===== config.mk =====
export PLATFORM = sky130hd
export DESIGN_NAME = accel_still_and_shake_detector
export DESIGN_NICKNAME = d
export VERILOG_FILES = /design/src/asd_pkg.sv /design/src/asd_isqrt.sv /design/src/asd_track.sv /design/src/accel_still_and_shake_detector.sv
export VERILOG_INCLUDE_DIRS = /design/src /design/src/src
export SDC_FILE = /design/constraint.sdc
export NUM_CORES = 2
export LEC_CHECK = 0
export BUFFER_PORTS_ARGS = -buffer_cell sky130_fd_sc_hd__buf_4
export CORE_MARGIN = 5
export CORE_UTILIZATION = 65
export DETAILED_ROUTE_END_ITERATION = 6
export PLACE_DENSITY = 0.82
export SKIP_LAST_GASP = 1
export SYNTH_ARGS = -nofsm -noshare
export SYNTH_HDL_FRONTEND = slang
export SYNTH_HIERARCHICAL = 1
export SYNTH_SLANG_ARGS = --single-unit

===== constraint.sdc =====
create_clock -name clk -period 10.23 [get_ports clk]
set_input_delay 1.5345 -clock clk [delete_from_list [all_inputs] [get_ports clk]]
set_output_delay 1.5345 -clock clk [all_outputs]
set_load 0.02 [all_outputs]

===== src/accel_still_and_shake_detector_macros.svh =====
// Assertion macros for the still and shake detector.
// Used by the top level; the macros expect clk and arst_n in scope.
`ifndef ACCEL_STILL_AND_SHAKE_DETECTOR_MACROS_SVH
`define ACCEL_STILL_AND_SHAKE_DETECTOR_MACROS_SVH

// The consequent must hold in the same cycle as the antecedent.
`define ASD_ASSERT_NOW(lbl, ante, cons, msg) \
	lbl: assert property (@(posedge clk) disable iff (!arst_n) (ante) |-> (cons)) \
		else $error(msg);

// The consequent must hold in the cycle after the antecedent.
`define ASD_ASSERT_NEXT(lbl, ante, cons, msg) \
	lbl: assert property (@(posedge clk) disable iff (!arst_n) (ante) |=> (cons)) \
		else $error(msg);

`endif


===== src/asd_pkg.sv =====
// Shared types and constants for the still and shake detector.
// No dependencies.
package asd_pkg;

	typedef struct packed {
		logic [15:0] still_min_mag;
		logic [15:0] still_max_mag;
		logic [15:0] still_delta_max;
		logic [15:0] still_hold_ms;
		logic [15:0] wake_delta_min;
		logic [15:0] stroke_min;
		logic [15:0] reversal_gap_ms;
		logic [15:0] shake_holdoff_ms;
	} cfg_t;

	typedef struct packed {
		logic shake_detected;
		logic woke_from_still;
		logic still_now;
	} result_t;

	typedef enum logic [2:0] {
		CFG_STILL_MIN_MAG    = 3'd0,
		CFG_STILL_MAX_MAG    = 3'd1,
		CFG_STILL_DELTA_MAX  = 3'd2,
		CFG_STILL_HOLD_MS    = 3'd3,
		CFG_WAKE_DELTA_MIN   = 3'd4,
		CFG_STROKE_MIN       = 3'd5,
		CFG_REVERSAL_GAP_MS  = 3'd6,
		CFG_SHAKE_HOLDOFF_MS = 3'd7
	} cfg_index_t;

	typedef enum logic [1:0] {
		DIR_NONE = 2'd0,
		DIR_POS  = 2'd1,
		DIR_NEG  = 2'd2
	} dir_t;

	localparam cfg_t CFG_RESET = '{
		still_min_mag:    16'd3686,
		still_max_mag:    16'd4506,
		still_delta_max:  16'd205,
		still_hold_ms:    16'd1000,
		wake_delta_min:   16'd410,
		stroke_min:       16'd4096,
		reversal_gap_ms:  16'd500,
		shake_holdoff_ms: 16'd1000
	};

	localparam int ROOT_STEPS = 16;
	localparam int ROOT_STEP_W = $clog2(ROOT_STEPS);
	localparam int AXES = 3;

endpackage


===== src/asd_isqrt.sv =====
// Iterative floor integer square root of a 32-bit value, one result bit per cycle.
// Depends on asd_pkg.
module asd_isqrt
	import asd_pkg::*;
(
	input  logic        clk,
	input  logic        arst_n,
	input  logic        start,
	input  logic [31:0] radicand,
	output logic        busy,
	output logic        done,
	output logic [15:0] root
);

	logic [31:0]            v_q;
	logic [31:0]            res_q;
	logic [31:0]            bit_q;
	logic [ROOT_STEP_W-1:0] step_q;
	logic                   busy_q;
	logic                   done_q;
	logic [31:0]            trial;

	assign trial = res_q + bit_q;

	always_ff @(posedge clk or negedge arst_n) begin
		if (!arst_n) begin
			busy_q <= 1'b0;
			done_q <= 1'b0;
			step_q <= '0;
		end else begin
			if (start) begin
				busy_q <= 1'b1;
				done_q <= 1'b0;
				step_q <= '0;
			end else if (busy_q) begin
				step_q <= step_q + 1'b1;
				if (step_q == ROOT_STEP_W'(ROOT_STEPS - 1)) begin
					busy_q <= 1'b0;
					done_q <= 1'b1;
				end else begin
					done_q <= 1'b0;
				end
			end else begin
				done_q <= 1'b0;
			end
		end
	end

	always_ff @(posedge clk) begin
		if (start) begin
			v_q   <= radicand;
			res_q <= '0;
			bit_q <= 32'h4000_0000;
		end else if (busy_q) begin
			if (v_q >= trial) begin
				v_q   <= v_q - trial;
				res_q <= (res_q >> 1) + bit_q;
			end else begin
				res_q <= res_q >> 1;
			end
			bit_q <= bit_q >> 2;
		end
	end

	assign busy = busy_q;
	assign done = done_q;
	assign root = res_q[15:0];

endmodule


===== src/asd_track.sv =====
// Stillness, wake and shake tracking state with its next-state evaluation.
// Depends on asd_pkg.
module asd_track
	import asd_pkg::*;
#(
	parameter int REVERSALS_NEEDED = 4,
	parameter int WAKE_COOLDOWN_MS = 5000
) (
	input  logic               clk,
	input  logic               arst_n,
	input  logic               commit,
	input  cfg_t               cfg,
	input  logic signed [15:0] accel_x,
	input  logic signed [15:0] accel_y,
	input  logic [31:0]        now_ms,
	input  logic [15:0]        mag,
	output result_t            res
);

	logic               seeded_q;
	logic signed [15:0] prev_x_q;
	logic signed [15:0] prev_y_q;
	logic [15:0]        prev_mag_q;
	logic [31:0]        still_start_q;
	logic               still_q;
	logic               was_still_q;
	logic [31:0]        last_wake_q;
	logic [31:0]        last_shake_q;
	logic [31:0]        last_rev_q;
	logic [3:0]         rev_cnt_q;
	dir_t               last_dir_q;

	logic [15:0]        mdelta;
	logic               near_one;
	logic               quiet;
	logic [31:0]        start_nxt;
	logic               still_nxt;
	logic               wake;
	logic [31:0]        last_wake_nxt;
	logic signed [16:0] dx;
	logic signed [16:0] dy;
	logic [16:0]        adx;
	logic [16:0]        ady;
	logic signed [16:0] d;
	logic [16:0]        ad;
	logic               stroke;
	dir_t               dir;
	logic               shake_open;
	logic [3:0]         cnt_a;
	dir_t               dir_a;
	logic [3:0]         cnt_inc;
	logic [3:0]         cnt_nxt;
	dir_t               dir_nxt;
	logic [31:0]        last_rev_nxt;
	logic [31:0]        last_shake_nxt;
	logic               shake;

	always_comb begin
		mdelta = (mag >= prev_mag_q) ? mag - prev_mag_q : prev_mag_q - mag;
		near_one = (mag >= cfg.still_min_mag) && (mag <= cfg.still_max_mag);
		quiet = mdelta <= cfg.still_delta_max;

		if (near_one && quiet) begin
			start_nxt = (still_start_q == 32'd0) ? now_ms : still_start_q;
			still_nxt = still_q || ((now_ms - start_nxt) >= {16'd0, cfg.still_hold_ms});
		end else begin
			start_nxt = 32'd0;
			still_nxt = 1'b0;
		end

		wake = was_still_q && !still_nxt && (mdelta >= cfg.wake_delta_min) &&
			((now_ms - last_wake_q) >= 32'(WAKE_COOLDOWN_MS));
		last_wake_nxt = wake ? now_ms : last_wake_q;

		dx = {accel_x[15], accel_x} - {prev_x_q[15], prev_x_q};
		dy = {accel_y[15], accel_y} - {prev_y_q[15], prev_y_q};
		adx = dx[16] ? 17'(-dx) : 17'(dx);
		ady = dy[16] ? 17'(-dy) : 17'(dy);
		d = (adx >= ady) ? dx : dy;
		ad = (adx >= ady) ? adx : ady;
		stroke = ad >= {1'b0, cfg.stroke_min};
		dir = (!d[16] && (d != 17'sd0)) ? DIR_POS : DIR_NEG;

		shake_open = (now_ms - last_shake_q) >= {16'd0, cfg.shake_holdoff_ms};
		cnt_a = rev_cnt_q;
		dir_a = last_dir_q;
		if (shake_open && (rev_cnt_q != 4'd0) &&
			((now_ms - last_rev_q) > {16'd0, cfg.reversal_gap_ms})) begin
			cnt_a = 4'd0;
			dir_a = DIR_NONE;
		end

		cnt_inc = cnt_a + 4'd1;
		cnt_nxt = cnt_a;
		dir_nxt = dir_a;
		last_rev_nxt = last_rev_q;
		last_shake_nxt = last_shake_q;
		shake = 1'b0;
		if (shake_open && stroke && (dir != dir_a)) begin
			last_rev_nxt = now_ms;
			if (cnt_inc >= 4'(REVERSALS_NEEDED)) begin
				last_shake_nxt = now_ms;
				cnt_nxt = 4'd0;
				dir_nxt = DIR_NONE;
				shake = 1'b1;
			end else begin
				cnt_nxt = cnt_inc;
				dir_nxt = dir;
			end
		end

		if (seeded_q) begin
			res.shake_detected = shake;
			res.woke_from_still = wake;
			res.still_now = still_nxt;
		end else begin
			res = '0;
		end
	end

	always_ff @(posedge clk or negedge arst_n) begin
		if (!arst_n) begin
			seeded_q      <= 1'b0;
			prev_x_q      <= '0;
			prev_y_q      <= '0;
			prev_mag_q    <= '0;
			still_start_q <= '0;
			still_q       <= 1'b0;
			was_still_q   <= 1'b0;
			last_wake_q   <= '0;
			last_shake_q  <= '0;
			last_rev_q    <= '0;
			rev_cnt_q     <= '0;
			last_dir_q    <= DIR_NONE;
		end else if (commit) begin
			seeded_q   <= 1'b1;
			prev_x_q   <= accel_x;
			prev_y_q   <= accel_y;
			prev_mag_q <= mag;
			if (seeded_q) begin
				still_start_q <= start_nxt;
				still_q       <= still_nxt;
				was_still_q   <= still_nxt;
				last_wake_q   <= last_wake_nxt;
				last_shake_q  <= last_shake_nxt;
				last_rev_q    <= last_rev_nxt;
				rev_cnt_q     <= cnt_nxt;
				last_dir_q    <= dir_nxt;
			end
		end
	end

endmodule


===== src/accel_still_and_shake_detector.sv =====
// Accelerometer still and shake detector: one result per sample. A new sample is
// accepted only while idle, once the previous result has been loaded for output.
// Each sample takes three passes of the shared squaring multiplier, the
// accumulate step and sixteen steps of the iterative square root.
// Reset is asynchronous and active low; it restores the default registers and
// clears all detector history, so the first sample after reset only seeds it.
`include "accel_still_and_shake_detector_macros.svh"

module accel_still_and_shake_detector
	import asd_pkg::*;
#(
	parameter int REVERSALS_NEEDED = 4,
	parameter int WAKE_COOLDOWN_MS = 5000
) (
	input  logic               clk,
	input  logic               arst_n,
	input  logic               in_valid,
	output logic               in_stall,
	input  logic signed [15:0] accel_x,
	input  logic signed [15:0] accel_y,
	input  logic signed [15:0] accel_z,
	input  logic [31:0]        now_ms,
	output logic               out_valid,
	input  logic               out_stall,
	output logic               shake_detected,
	output logic               woke_from_still,
	output logic               still_now,
	input  logic               cfg_valid,
	output logic               cfg_ready,
	input  logic [2:0]         cfg_index,
	input  logic [15:0]        cfg_data
);

	typedef enum logic [3:0] {
		ST_IDLE = 4'b0001,
		ST_MUL  = 4'b0010,
		ST_ROOT = 4'b0100,
		ST_DONE = 4'b1000
	} state_t;

	state_t             state_q;
	cfg_t               cfg_q;
	logic signed [15:0] x_q;
	logic signed [15:0] y_q;
	logic signed [15:0] z_q;
	logic [31:0]        now_q;
	logic [1:0]         mul_step_q;
	logic signed [15:0] mul_op;
	logic signed [31:0] prod_s1;
	logic [31:0]        sq_q;
	logic [31:0]        sq_total;
	logic               root_start;
	logic               root_busy;
	logic               root_done;
	logic [15:0]        root;
	result_t            track_res;
	result_t            out_q;
	logic               out_valid_q;
	logic               in_accept;
	logic               out_load;

	assign in_accept = in_valid && !in_stall;
	assign in_stall = (state_q != ST_IDLE);
	assign out_load = (state_q == ST_DONE) && (!out_valid_q || !out_stall);
	assign root_start = (state_q == ST_MUL) && (mul_step_q == 2'(AXES));
	assign sq_total = sq_q + 32'(prod_s1);
	assign cfg_ready = 1'b1;

	always_comb begin
		case (mul_step_q)
			2'd0:    mul_op = x_q;
			2'd1:    mul_op = y_q;
			default: mul_op = z_q;
		endcase
	end

	always_ff @(posedge clk or negedge arst_n) begin
		if (!arst_n) begin
			state_q    <= ST_IDLE;
			mul_step_q <= '0;
		end else begin
			case (state_q)
				ST_IDLE: begin
					if (in_valid) begin
						state_q    <= ST_MUL;
						mul_step_q <= '0;
					end
				end
				ST_MUL: begin
					mul_step_q <= mul_step_q + 2'd1;
					if (root_start) begin
						state_q <= ST_ROOT;
					end
				end
				ST_ROOT: begin
					if (root_done) begin
						state_q <= ST_DONE;
					end
				end
				ST_DONE: begin
					if (out_load) begin
						state_q <= ST_IDLE;
					end
				end
				default: state_q <= ST_IDLE;
			endcase
		end
	end

	always_ff @(posedge clk) begin
		if (in_accept) begin
			x_q   <= accel_x;
			y_q   <= accel_y;
			z_q   <= accel_z;
			now_q <= now_ms;
		end
		if (state_q == ST_MUL) begin
			prod_s1 <= mul_op * mul_op;
			if (mul_step_q == 2'd0) begin
				sq_q <= '0;
			end else begin
				sq_q <= sq_total;
			end
		end
	end

	always_ff @(posedge clk or negedge arst_n) begin
		if (!arst_n) begin
			cfg_q <= CFG_RESET;
		end else if (cfg_valid && cfg_ready) begin
			case (cfg_index_t'(cfg_index))
				CFG_STILL_MIN_MAG:    cfg_q.still_min_mag    <= cfg_data;
				CFG_STILL_MAX_MAG:    cfg_q.still_max_mag    <= cfg_data;
				CFG_STILL_DELTA_MAX:  cfg_q.still_delta_max  <= cfg_data;
				CFG_STILL_HOLD_MS:    cfg_q.still_hold_ms    <= cfg_data;
				CFG_WAKE_DELTA_MIN:   cfg_q.wake_delta_min   <= cfg_data;
				CFG_STROKE_MIN:       cfg_q.stroke_min       <= cfg_data;
				CFG_REVERSAL_GAP_MS:  cfg_q.reversal_gap_ms  <= cfg_data;
				CFG_SHAKE_HOLDOFF_MS: cfg_q.shake_holdoff_ms <= cfg_data;
				default: ;
			endcase
		end
	end

	asd_isqrt u_isqrt (
		.clk      (clk),
		.arst_n   (arst_n),
		.start    (root_start),
		.radicand (sq_total),
		.busy     (root_busy),
		.done     (root_done),
		.root     (root)
	);

	asd_track #(
		.REVERSALS_NEEDED (REVERSALS_NEEDED),
		.WAKE_COOLDOWN_MS (WAKE_COOLDOWN_MS)
	) u_track (
		.clk     (clk),
		.arst_n  (arst_n),
		.commit  (out_load),
		.cfg     (cfg_q),
		.accel_x (x_q),
		.accel_y (y_q),
		.now_ms  (now_q),
		.mag     (root),
		.res     (track_res)
	);

	always_ff @(posedge clk or negedge arst_n) begin
		if (!arst_n) begin
			out_valid_q <= 1'b0;
		end else if (out_load) begin
			out_valid_q <= 1'b1;
		end else if (!out_stall) begin
			out_valid_q <= 1'b0;
		end
	end

	always_ff @(posedge clk) begin
		if (out_load) begin
			out_q <= track_res;
		end
	end

	assign out_valid = out_valid_q;
	assign shake_detected = out_q.shake_detected;
	assign woke_from_still = out_q.woke_from_still;
	assign still_now = out_q.still_now;

	`ASD_ASSERT_NEXT(a_busy_after_accept, in_accept, in_stall && !root_busy, "busy on accept")
	`ASD_ASSERT_NOW(a_load_when_free, out_load, !out_valid_q || !out_stall, "result overwritten")
	`ASD_ASSERT_NOW(a_root_done_in_root, root_done, state_q == ST_ROOT, "root done outside wait")

endmodule

---- Word level (Yosys, flattened, before mapping) ----
Cells that the tools add are included.
storage, ports and cells
  bits in registers ....................... 552
  input port bits ......................... 104
operators by class
  add/sub/neg operators ................... 17
  multipliers ............................. 1
  magnitude comparators ................... 13
  equal/unequal tests ..................... 21
  muxes and demuxes ....................... 38
  reductions and logical operators ........ 44
operators by type and width
  cell                                                                 count
  two-way mux 32 bit                                                   6
  subtractor 32 bit                                                    5
  two-way mux 17 bit                                                   4
  greater-or-equal comparator 32 x 16 -> 1 bit                         2
  greater-or-equal comparator 16 bit                                   3
  two-way mux 4 bit                                                    9
  negator 17 bit                                                       2
  subtractor 16 x 16 -> 17 bit                                         2
  adder 31 x 31 -> 32 bit                                              1
  adder 32 x 31 -> 32 bit                                              1
  adder 32 bit                                                         1
  greater-or-equal comparator 32 x 13 -> 1 bit, second input constant  1
  greater-or-equal comparator 32 bit                                   1
  > comparator 32 x 16 -> 1 bit                                        1
  less-or-equal comparator 16 bit                                      2
  logical NOT 32 bit                                                   1
  multiplier 16 x 16 -> 32 bit                                         1
  case mux 16 bit (2 select lines)                                     1
  subtractor 16 bit                                                    2
  AND reduction 2 bit                                                  12
  greater-or-equal comparator 17 x 16 -> 1 bit                         1
  greater-or-equal comparator 17 bit                                   1
  nonzero test 17 bit                                                  1
  two-way mux 16 bit                                                   1
  29 further kinds                                                     72

---- Depth between registers and ports, before layout ----
  word-level depth ........................ 11
  gate-level depth with buffers ........... 39
  gate-level depth less buffers ........... 35

---- Modules after synthesis ----
Netlist, hierarchy kept.
by module, submodules not included
  module                          instances  cells each  area an instance (µm²)  sequential area each (µm²)
  asd_track                       1          2785        22397.7                 4604.4
  accel_still_and_shake_detector  1          1796        20628.5                 7816.2
  asd_isqrt                       1          894         7392.1                  2072.0

---- Worst setup path after synthesis ----
Ideal clock, no wire load.
  kind .................................... register to register
  start point ............................. register mul_step_q[0]
  end point ............................... register prod_s1[30], data pin
  setup time .............................. 264 ps
  arrival time ............................ 7312 ps
  data required time ...................... 9966 ps
  slack ................................... 2655 ps
  stages on the path, launching flop included .. 28
  buffers on the path ..................... 3
  period minus slack after synthesis ...... 7575 ps
  cell sequence ........................... dfrtp_1 > ha_1 > clkbuf_1 > nor2_1 > clkbuf_1 > nand2_1 > nand2_1 > buf_1 > nand2_1 > fa_1 > inv_1 > fa_1 > inv_1 > fa_1 > fa_1 > inv_1 > fa_1 > inv_1 > fa_1 > inv_1 > ha_1 > a21oi_1 > nor2b_1 > or3_1 > a211oi_1 > nor3_1 > a221oi_1 > xnor2_1
on the way
  longest elaborated chain between the ends .. 3
  elaborated cells between the ends (all ways) .. 4
RTL lines
  element                                                                   RTL line                               source
  start: declaration                                                        accel_still_and_shake_detector.sv:47   logic [1:0] mul_step_q;
  start signal: assignment                                                  accel_still_and_shake_detector.sv:90   mul_step_q <= mul_step_q + 2'd1;
  equality test 2 x 1 -> 1 bit / logical NOT 2 bit (equally long branches)  accel_still_and_shake_detector.sv:70   case (mul_step_q)
  case mux 16 bit (2 select lines) *                                        accel_still_and_shake_detector.sv:70
  multiplier 16 x 16 -> 32 bit *                                            accel_still_and_shake_detector.sv:118  prod_s1 <= mul_op * mul_op;
  end signal: assignment                                                    accel_still_and_shake_detector.sv:118
  end: declaration                                                          accel_still_and_shake_detector.sv:49   logic signed [31:0] prod_s1;
Every way passes the cells marked *; elsewhere a longest branch is shown, timed or not.
A chain may end at the register's enable or synchronous reset.

---- Worst setup path in the final report ----
Same ends and word-level chain as after synthesis.

==> impl_metrics.yaml <==
critical_path:
  crit_chain: "ha_1, nor2_1, nand2_1, nand2_1, clkinv_1, nor2_1, fa_1, fa_1, inv_1, fa_1, fa_1, inv_1, fa_1, inv_1, fa_1, inv_1, ha_1, a21oi_1, nor2b_1, or3_1, a211oi_1, nor3_1, a221oi_1, xnor2_1"
  cp.required_ps: 10560
  cp-end-kind: "flip-flop"
  slowest_stage: "nor2_1"
  rr_startpoint: "mul_step_q[0]"
  reg2regPathDepth: 24
  crit_path_max_fanout: 17
  path_class: "reg2reg"
  rr_endpoint: "prod_s1[30]"
  crit_arrival_ps: 9280
  r2r_setup_slack_ps: 1290
  cpPeakStageDelay_ps: 870
  cp_common_cell: "fa_1"
  worstSetupStartpointType: "flip-flop"
yosys:
  synthesis.nets: 6348
  synthFlopType: "dfrtp_1"
  synth_area_leaders: "dfrtp_1 14%, ha_1 13%, edfxtp_1 11%, fa_1 9.6%, inv_1 5.4%"
  ys_seq_area_share_pct: 28.7
  synth_top_area_share_pct: 14.0
  ys_warn_count: 6
  ys_types: 113
  syn_avg_cell_area_um2: 9.21
  synthArstFlopShare_pct: 59.0
  syn_inst: 5475
  synth_edf_count: 178
  synth_top_cell_by_area: "dfrtp_1"
  synth-seq-cells: 551
  syn-cell-area_um2: 50400
timing:
  fmax_mhz: 112
  min_period_over_period_pct: 87.4
  tightest_slew_ps: 1260
  clock_skew_ps: 28.5
  period_needed_ps: 8940
  tns_ps: 0
  slew_headroom_pct: 15.3
  finalHoldViolCount: 0
  finalMaxSlewViolations: 0
  rsz0062_at_grt: "no"
  finalSetupViolCount: 0
  holdWs_ps: 477
die:
  die_y_um: 289
  die_w_um: 289
  start_util_pct: 65.3
  die-area_um2: 83200
  coreArea_um2: 77200
  io_pins: 110
  row_count: 102
drt:
  drtAntennaViolNets: 0
  wirelength_um: 128000
  first_pass_iters: 7
  wl_per_cell_um: 19.5
  drc: 3
  via_per_inst: 6.11
  vias: 40318
  drtIter0Drc: 3137
flow_run:
  drv_cap: 0
clock_network:
  cts_buffer_depth: 3
  clk_pin_slew_ps: 60
  cts-resized-gates: 0
  cts_num_sinks: 551
  cts_tree: "yes"
  htree_levels: 3
  clock_latency_ps: 620
  cts-root-buf: "clkbuf_16"
  cts_setup_buffers: 0
  numCtsBuffers: 66
  hold_buffers: 0
outcome:
  violations: "DRC"
  status: "finished, violations left"
finish:
  drive_above_1_share_pct: 11.0
  fin_nets: 6379
  syn_to_final_growth_pct: 7.70
  layout_common_cells: "720 x inv_1, 525 x ha_1, 446 x nand2_1"
  final_common_cell: "inv_1"
worst_hold_path:
  whs_path_depth: 2
  hold_start: "u_track/last_rev_q[1]"
  hp-class: "reg2reg"
  hold-path-endpoint: "u_track/last_rev_q[1]"
global_route:
  grt_start_max_net_pins: 95
  antenna_found_initial: 3
  grt_pass1_vias: 39906
  grt_pass1_wl_um: 207000
  overflow: 0
  grt.total_usage_pct: 30.7
placement:
  dp_hpwl_um: 97700
  gp_congestion: 0.955
  io_buffers: 108
## cell families (layout without fill, tap and decap cells)
logic type / count (synthesis) / after routing / share of synthesized area (%)
multiplexers: 287 / 287 / 6.51
AND/OR/NAND/NOR: 1353 / 1353 / 12.9
adder cells (fa/ha/maj): 769 / 769 / 22.7
XOR/XNOR: 271 / 271 / 4.71
flip-flops: 551 / 551 / 28.7
buffers and inverters: 918 / 1002 / 7.12
other: 1 / 2 / 0.00744
AO/OA/AOI/OAI: 1325 / 1325 / 17.3
## state kept, by name, indices dropped and copies added (netlist names), 16 cells and up
| register | count |
|---|---|
| u_isqrt/bit_q | 16 |
| x_q | 16 |
| u_track/last_rev_q | 32 |
| u_isqrt/res_q | 32 |
| u_track/last_shake_q | 32 |
| sq_q | 32 |
| now_q | 32 |
| u_track/still_start_q | 32 |
| u_isqrt/v_q | 32 |
| y_q | 16 |
| u_track/prev_x_q | 16 |
| z_q | 16 |
| u_track/last_wake_q | 32 |
| cfg_q | 128 |
| prod_s1 | 31 |
| u_track/prev_y_q | 16 |
| u_track/prev_mag_q | 16 |
## layer usage
metal	global-route usage [%]	vias up	wire length, µm
li1	-	19217	-
met1	42.1	19462	55500
met2	49.2	1338	58100
met3	5.90	293	9760
met4	10.9	8	5060
met5	0	-	46
## worst max-delay path, delay by kind of cell (launching register included)
kind / cells / cell delay, ps
DFF: 1 / 420
and+or+nand+nor: 7 / 2280
adders and majority gates: 8 / 4080
xor gates and xnor gates: 1 / 130
buffers and inverters: 5 / 700
AOI/OAI and AO/OA: 3 / 1030
## worst max-delay path by stage
| stage | start | endpoint | slack, ps | depth (start not counted) |
|---|---|---|---|---|
| floorplan | mul_step_q[0] | prod_s1[30] | 2650 | 27 |
| global placement | x_q[0] | u_track/last_shake_q[7] | 1630 | 33 |
| detailed placement | mul_step_q[0] | prod_s1[30] | 1360 | 24 |
| CTS | mul_step_q[0] | prod_s1[30] | 1300 | 24 |
| global route | x_q[0] | u_track/last_shake_q[7] | 710 | 33 |
| finish | mul_step_q[0] | prod_s1[30] | 1290 | 24 |
## stage by stage
stage                     utilization (%)  setup slack [ps]  instances  cell area (µm²)
final                                70.3              1290       6600            54300
after global placement               67.5              1630       6478            52100
after floorplan                         -              2650       5475            50400
after detailed placement             67.5              1360       6478            52100
after global routing                 70.3               709       6599            54300
after CTS                            70.3              1300       6599            54300
## final cells by class
cell class / instances / area, µm²
Timing Repair Buffer: 150 / 1130
Fill cell: 5867 / 22900
Clock inverter: 31 / 308
Inverter: 731 / 2750
Antenna cell: 1 / 2.50
Multi-Input combinational cell: 4006 / 32400
Clock buffer: 90 / 1910
Sequential cell: 551 / 14500
Tap cell: 1040 / 1300
## cell usage after synthesis, drive strengths merged, types with 50 or more instances
library cell,n
clkbuf,135
mux2i,50
nand2,447
o31ai,61
nand2b,52
xnor2,162
edfxtp,178
nor2,331
nand4,63
buf,52
nor2b,79
nor3,76
fa,243
o21ai,289
a211oi,66
nand3,80
xor2,109
a31oi,57
ha,526
mux2,237
inv,724
a21oi,367
dfrtp,282
a21o,136
Power is left out: the tool's default activity adds up to more than one toggle a clock period on the data nets, which glitch-free logic cannot reach.
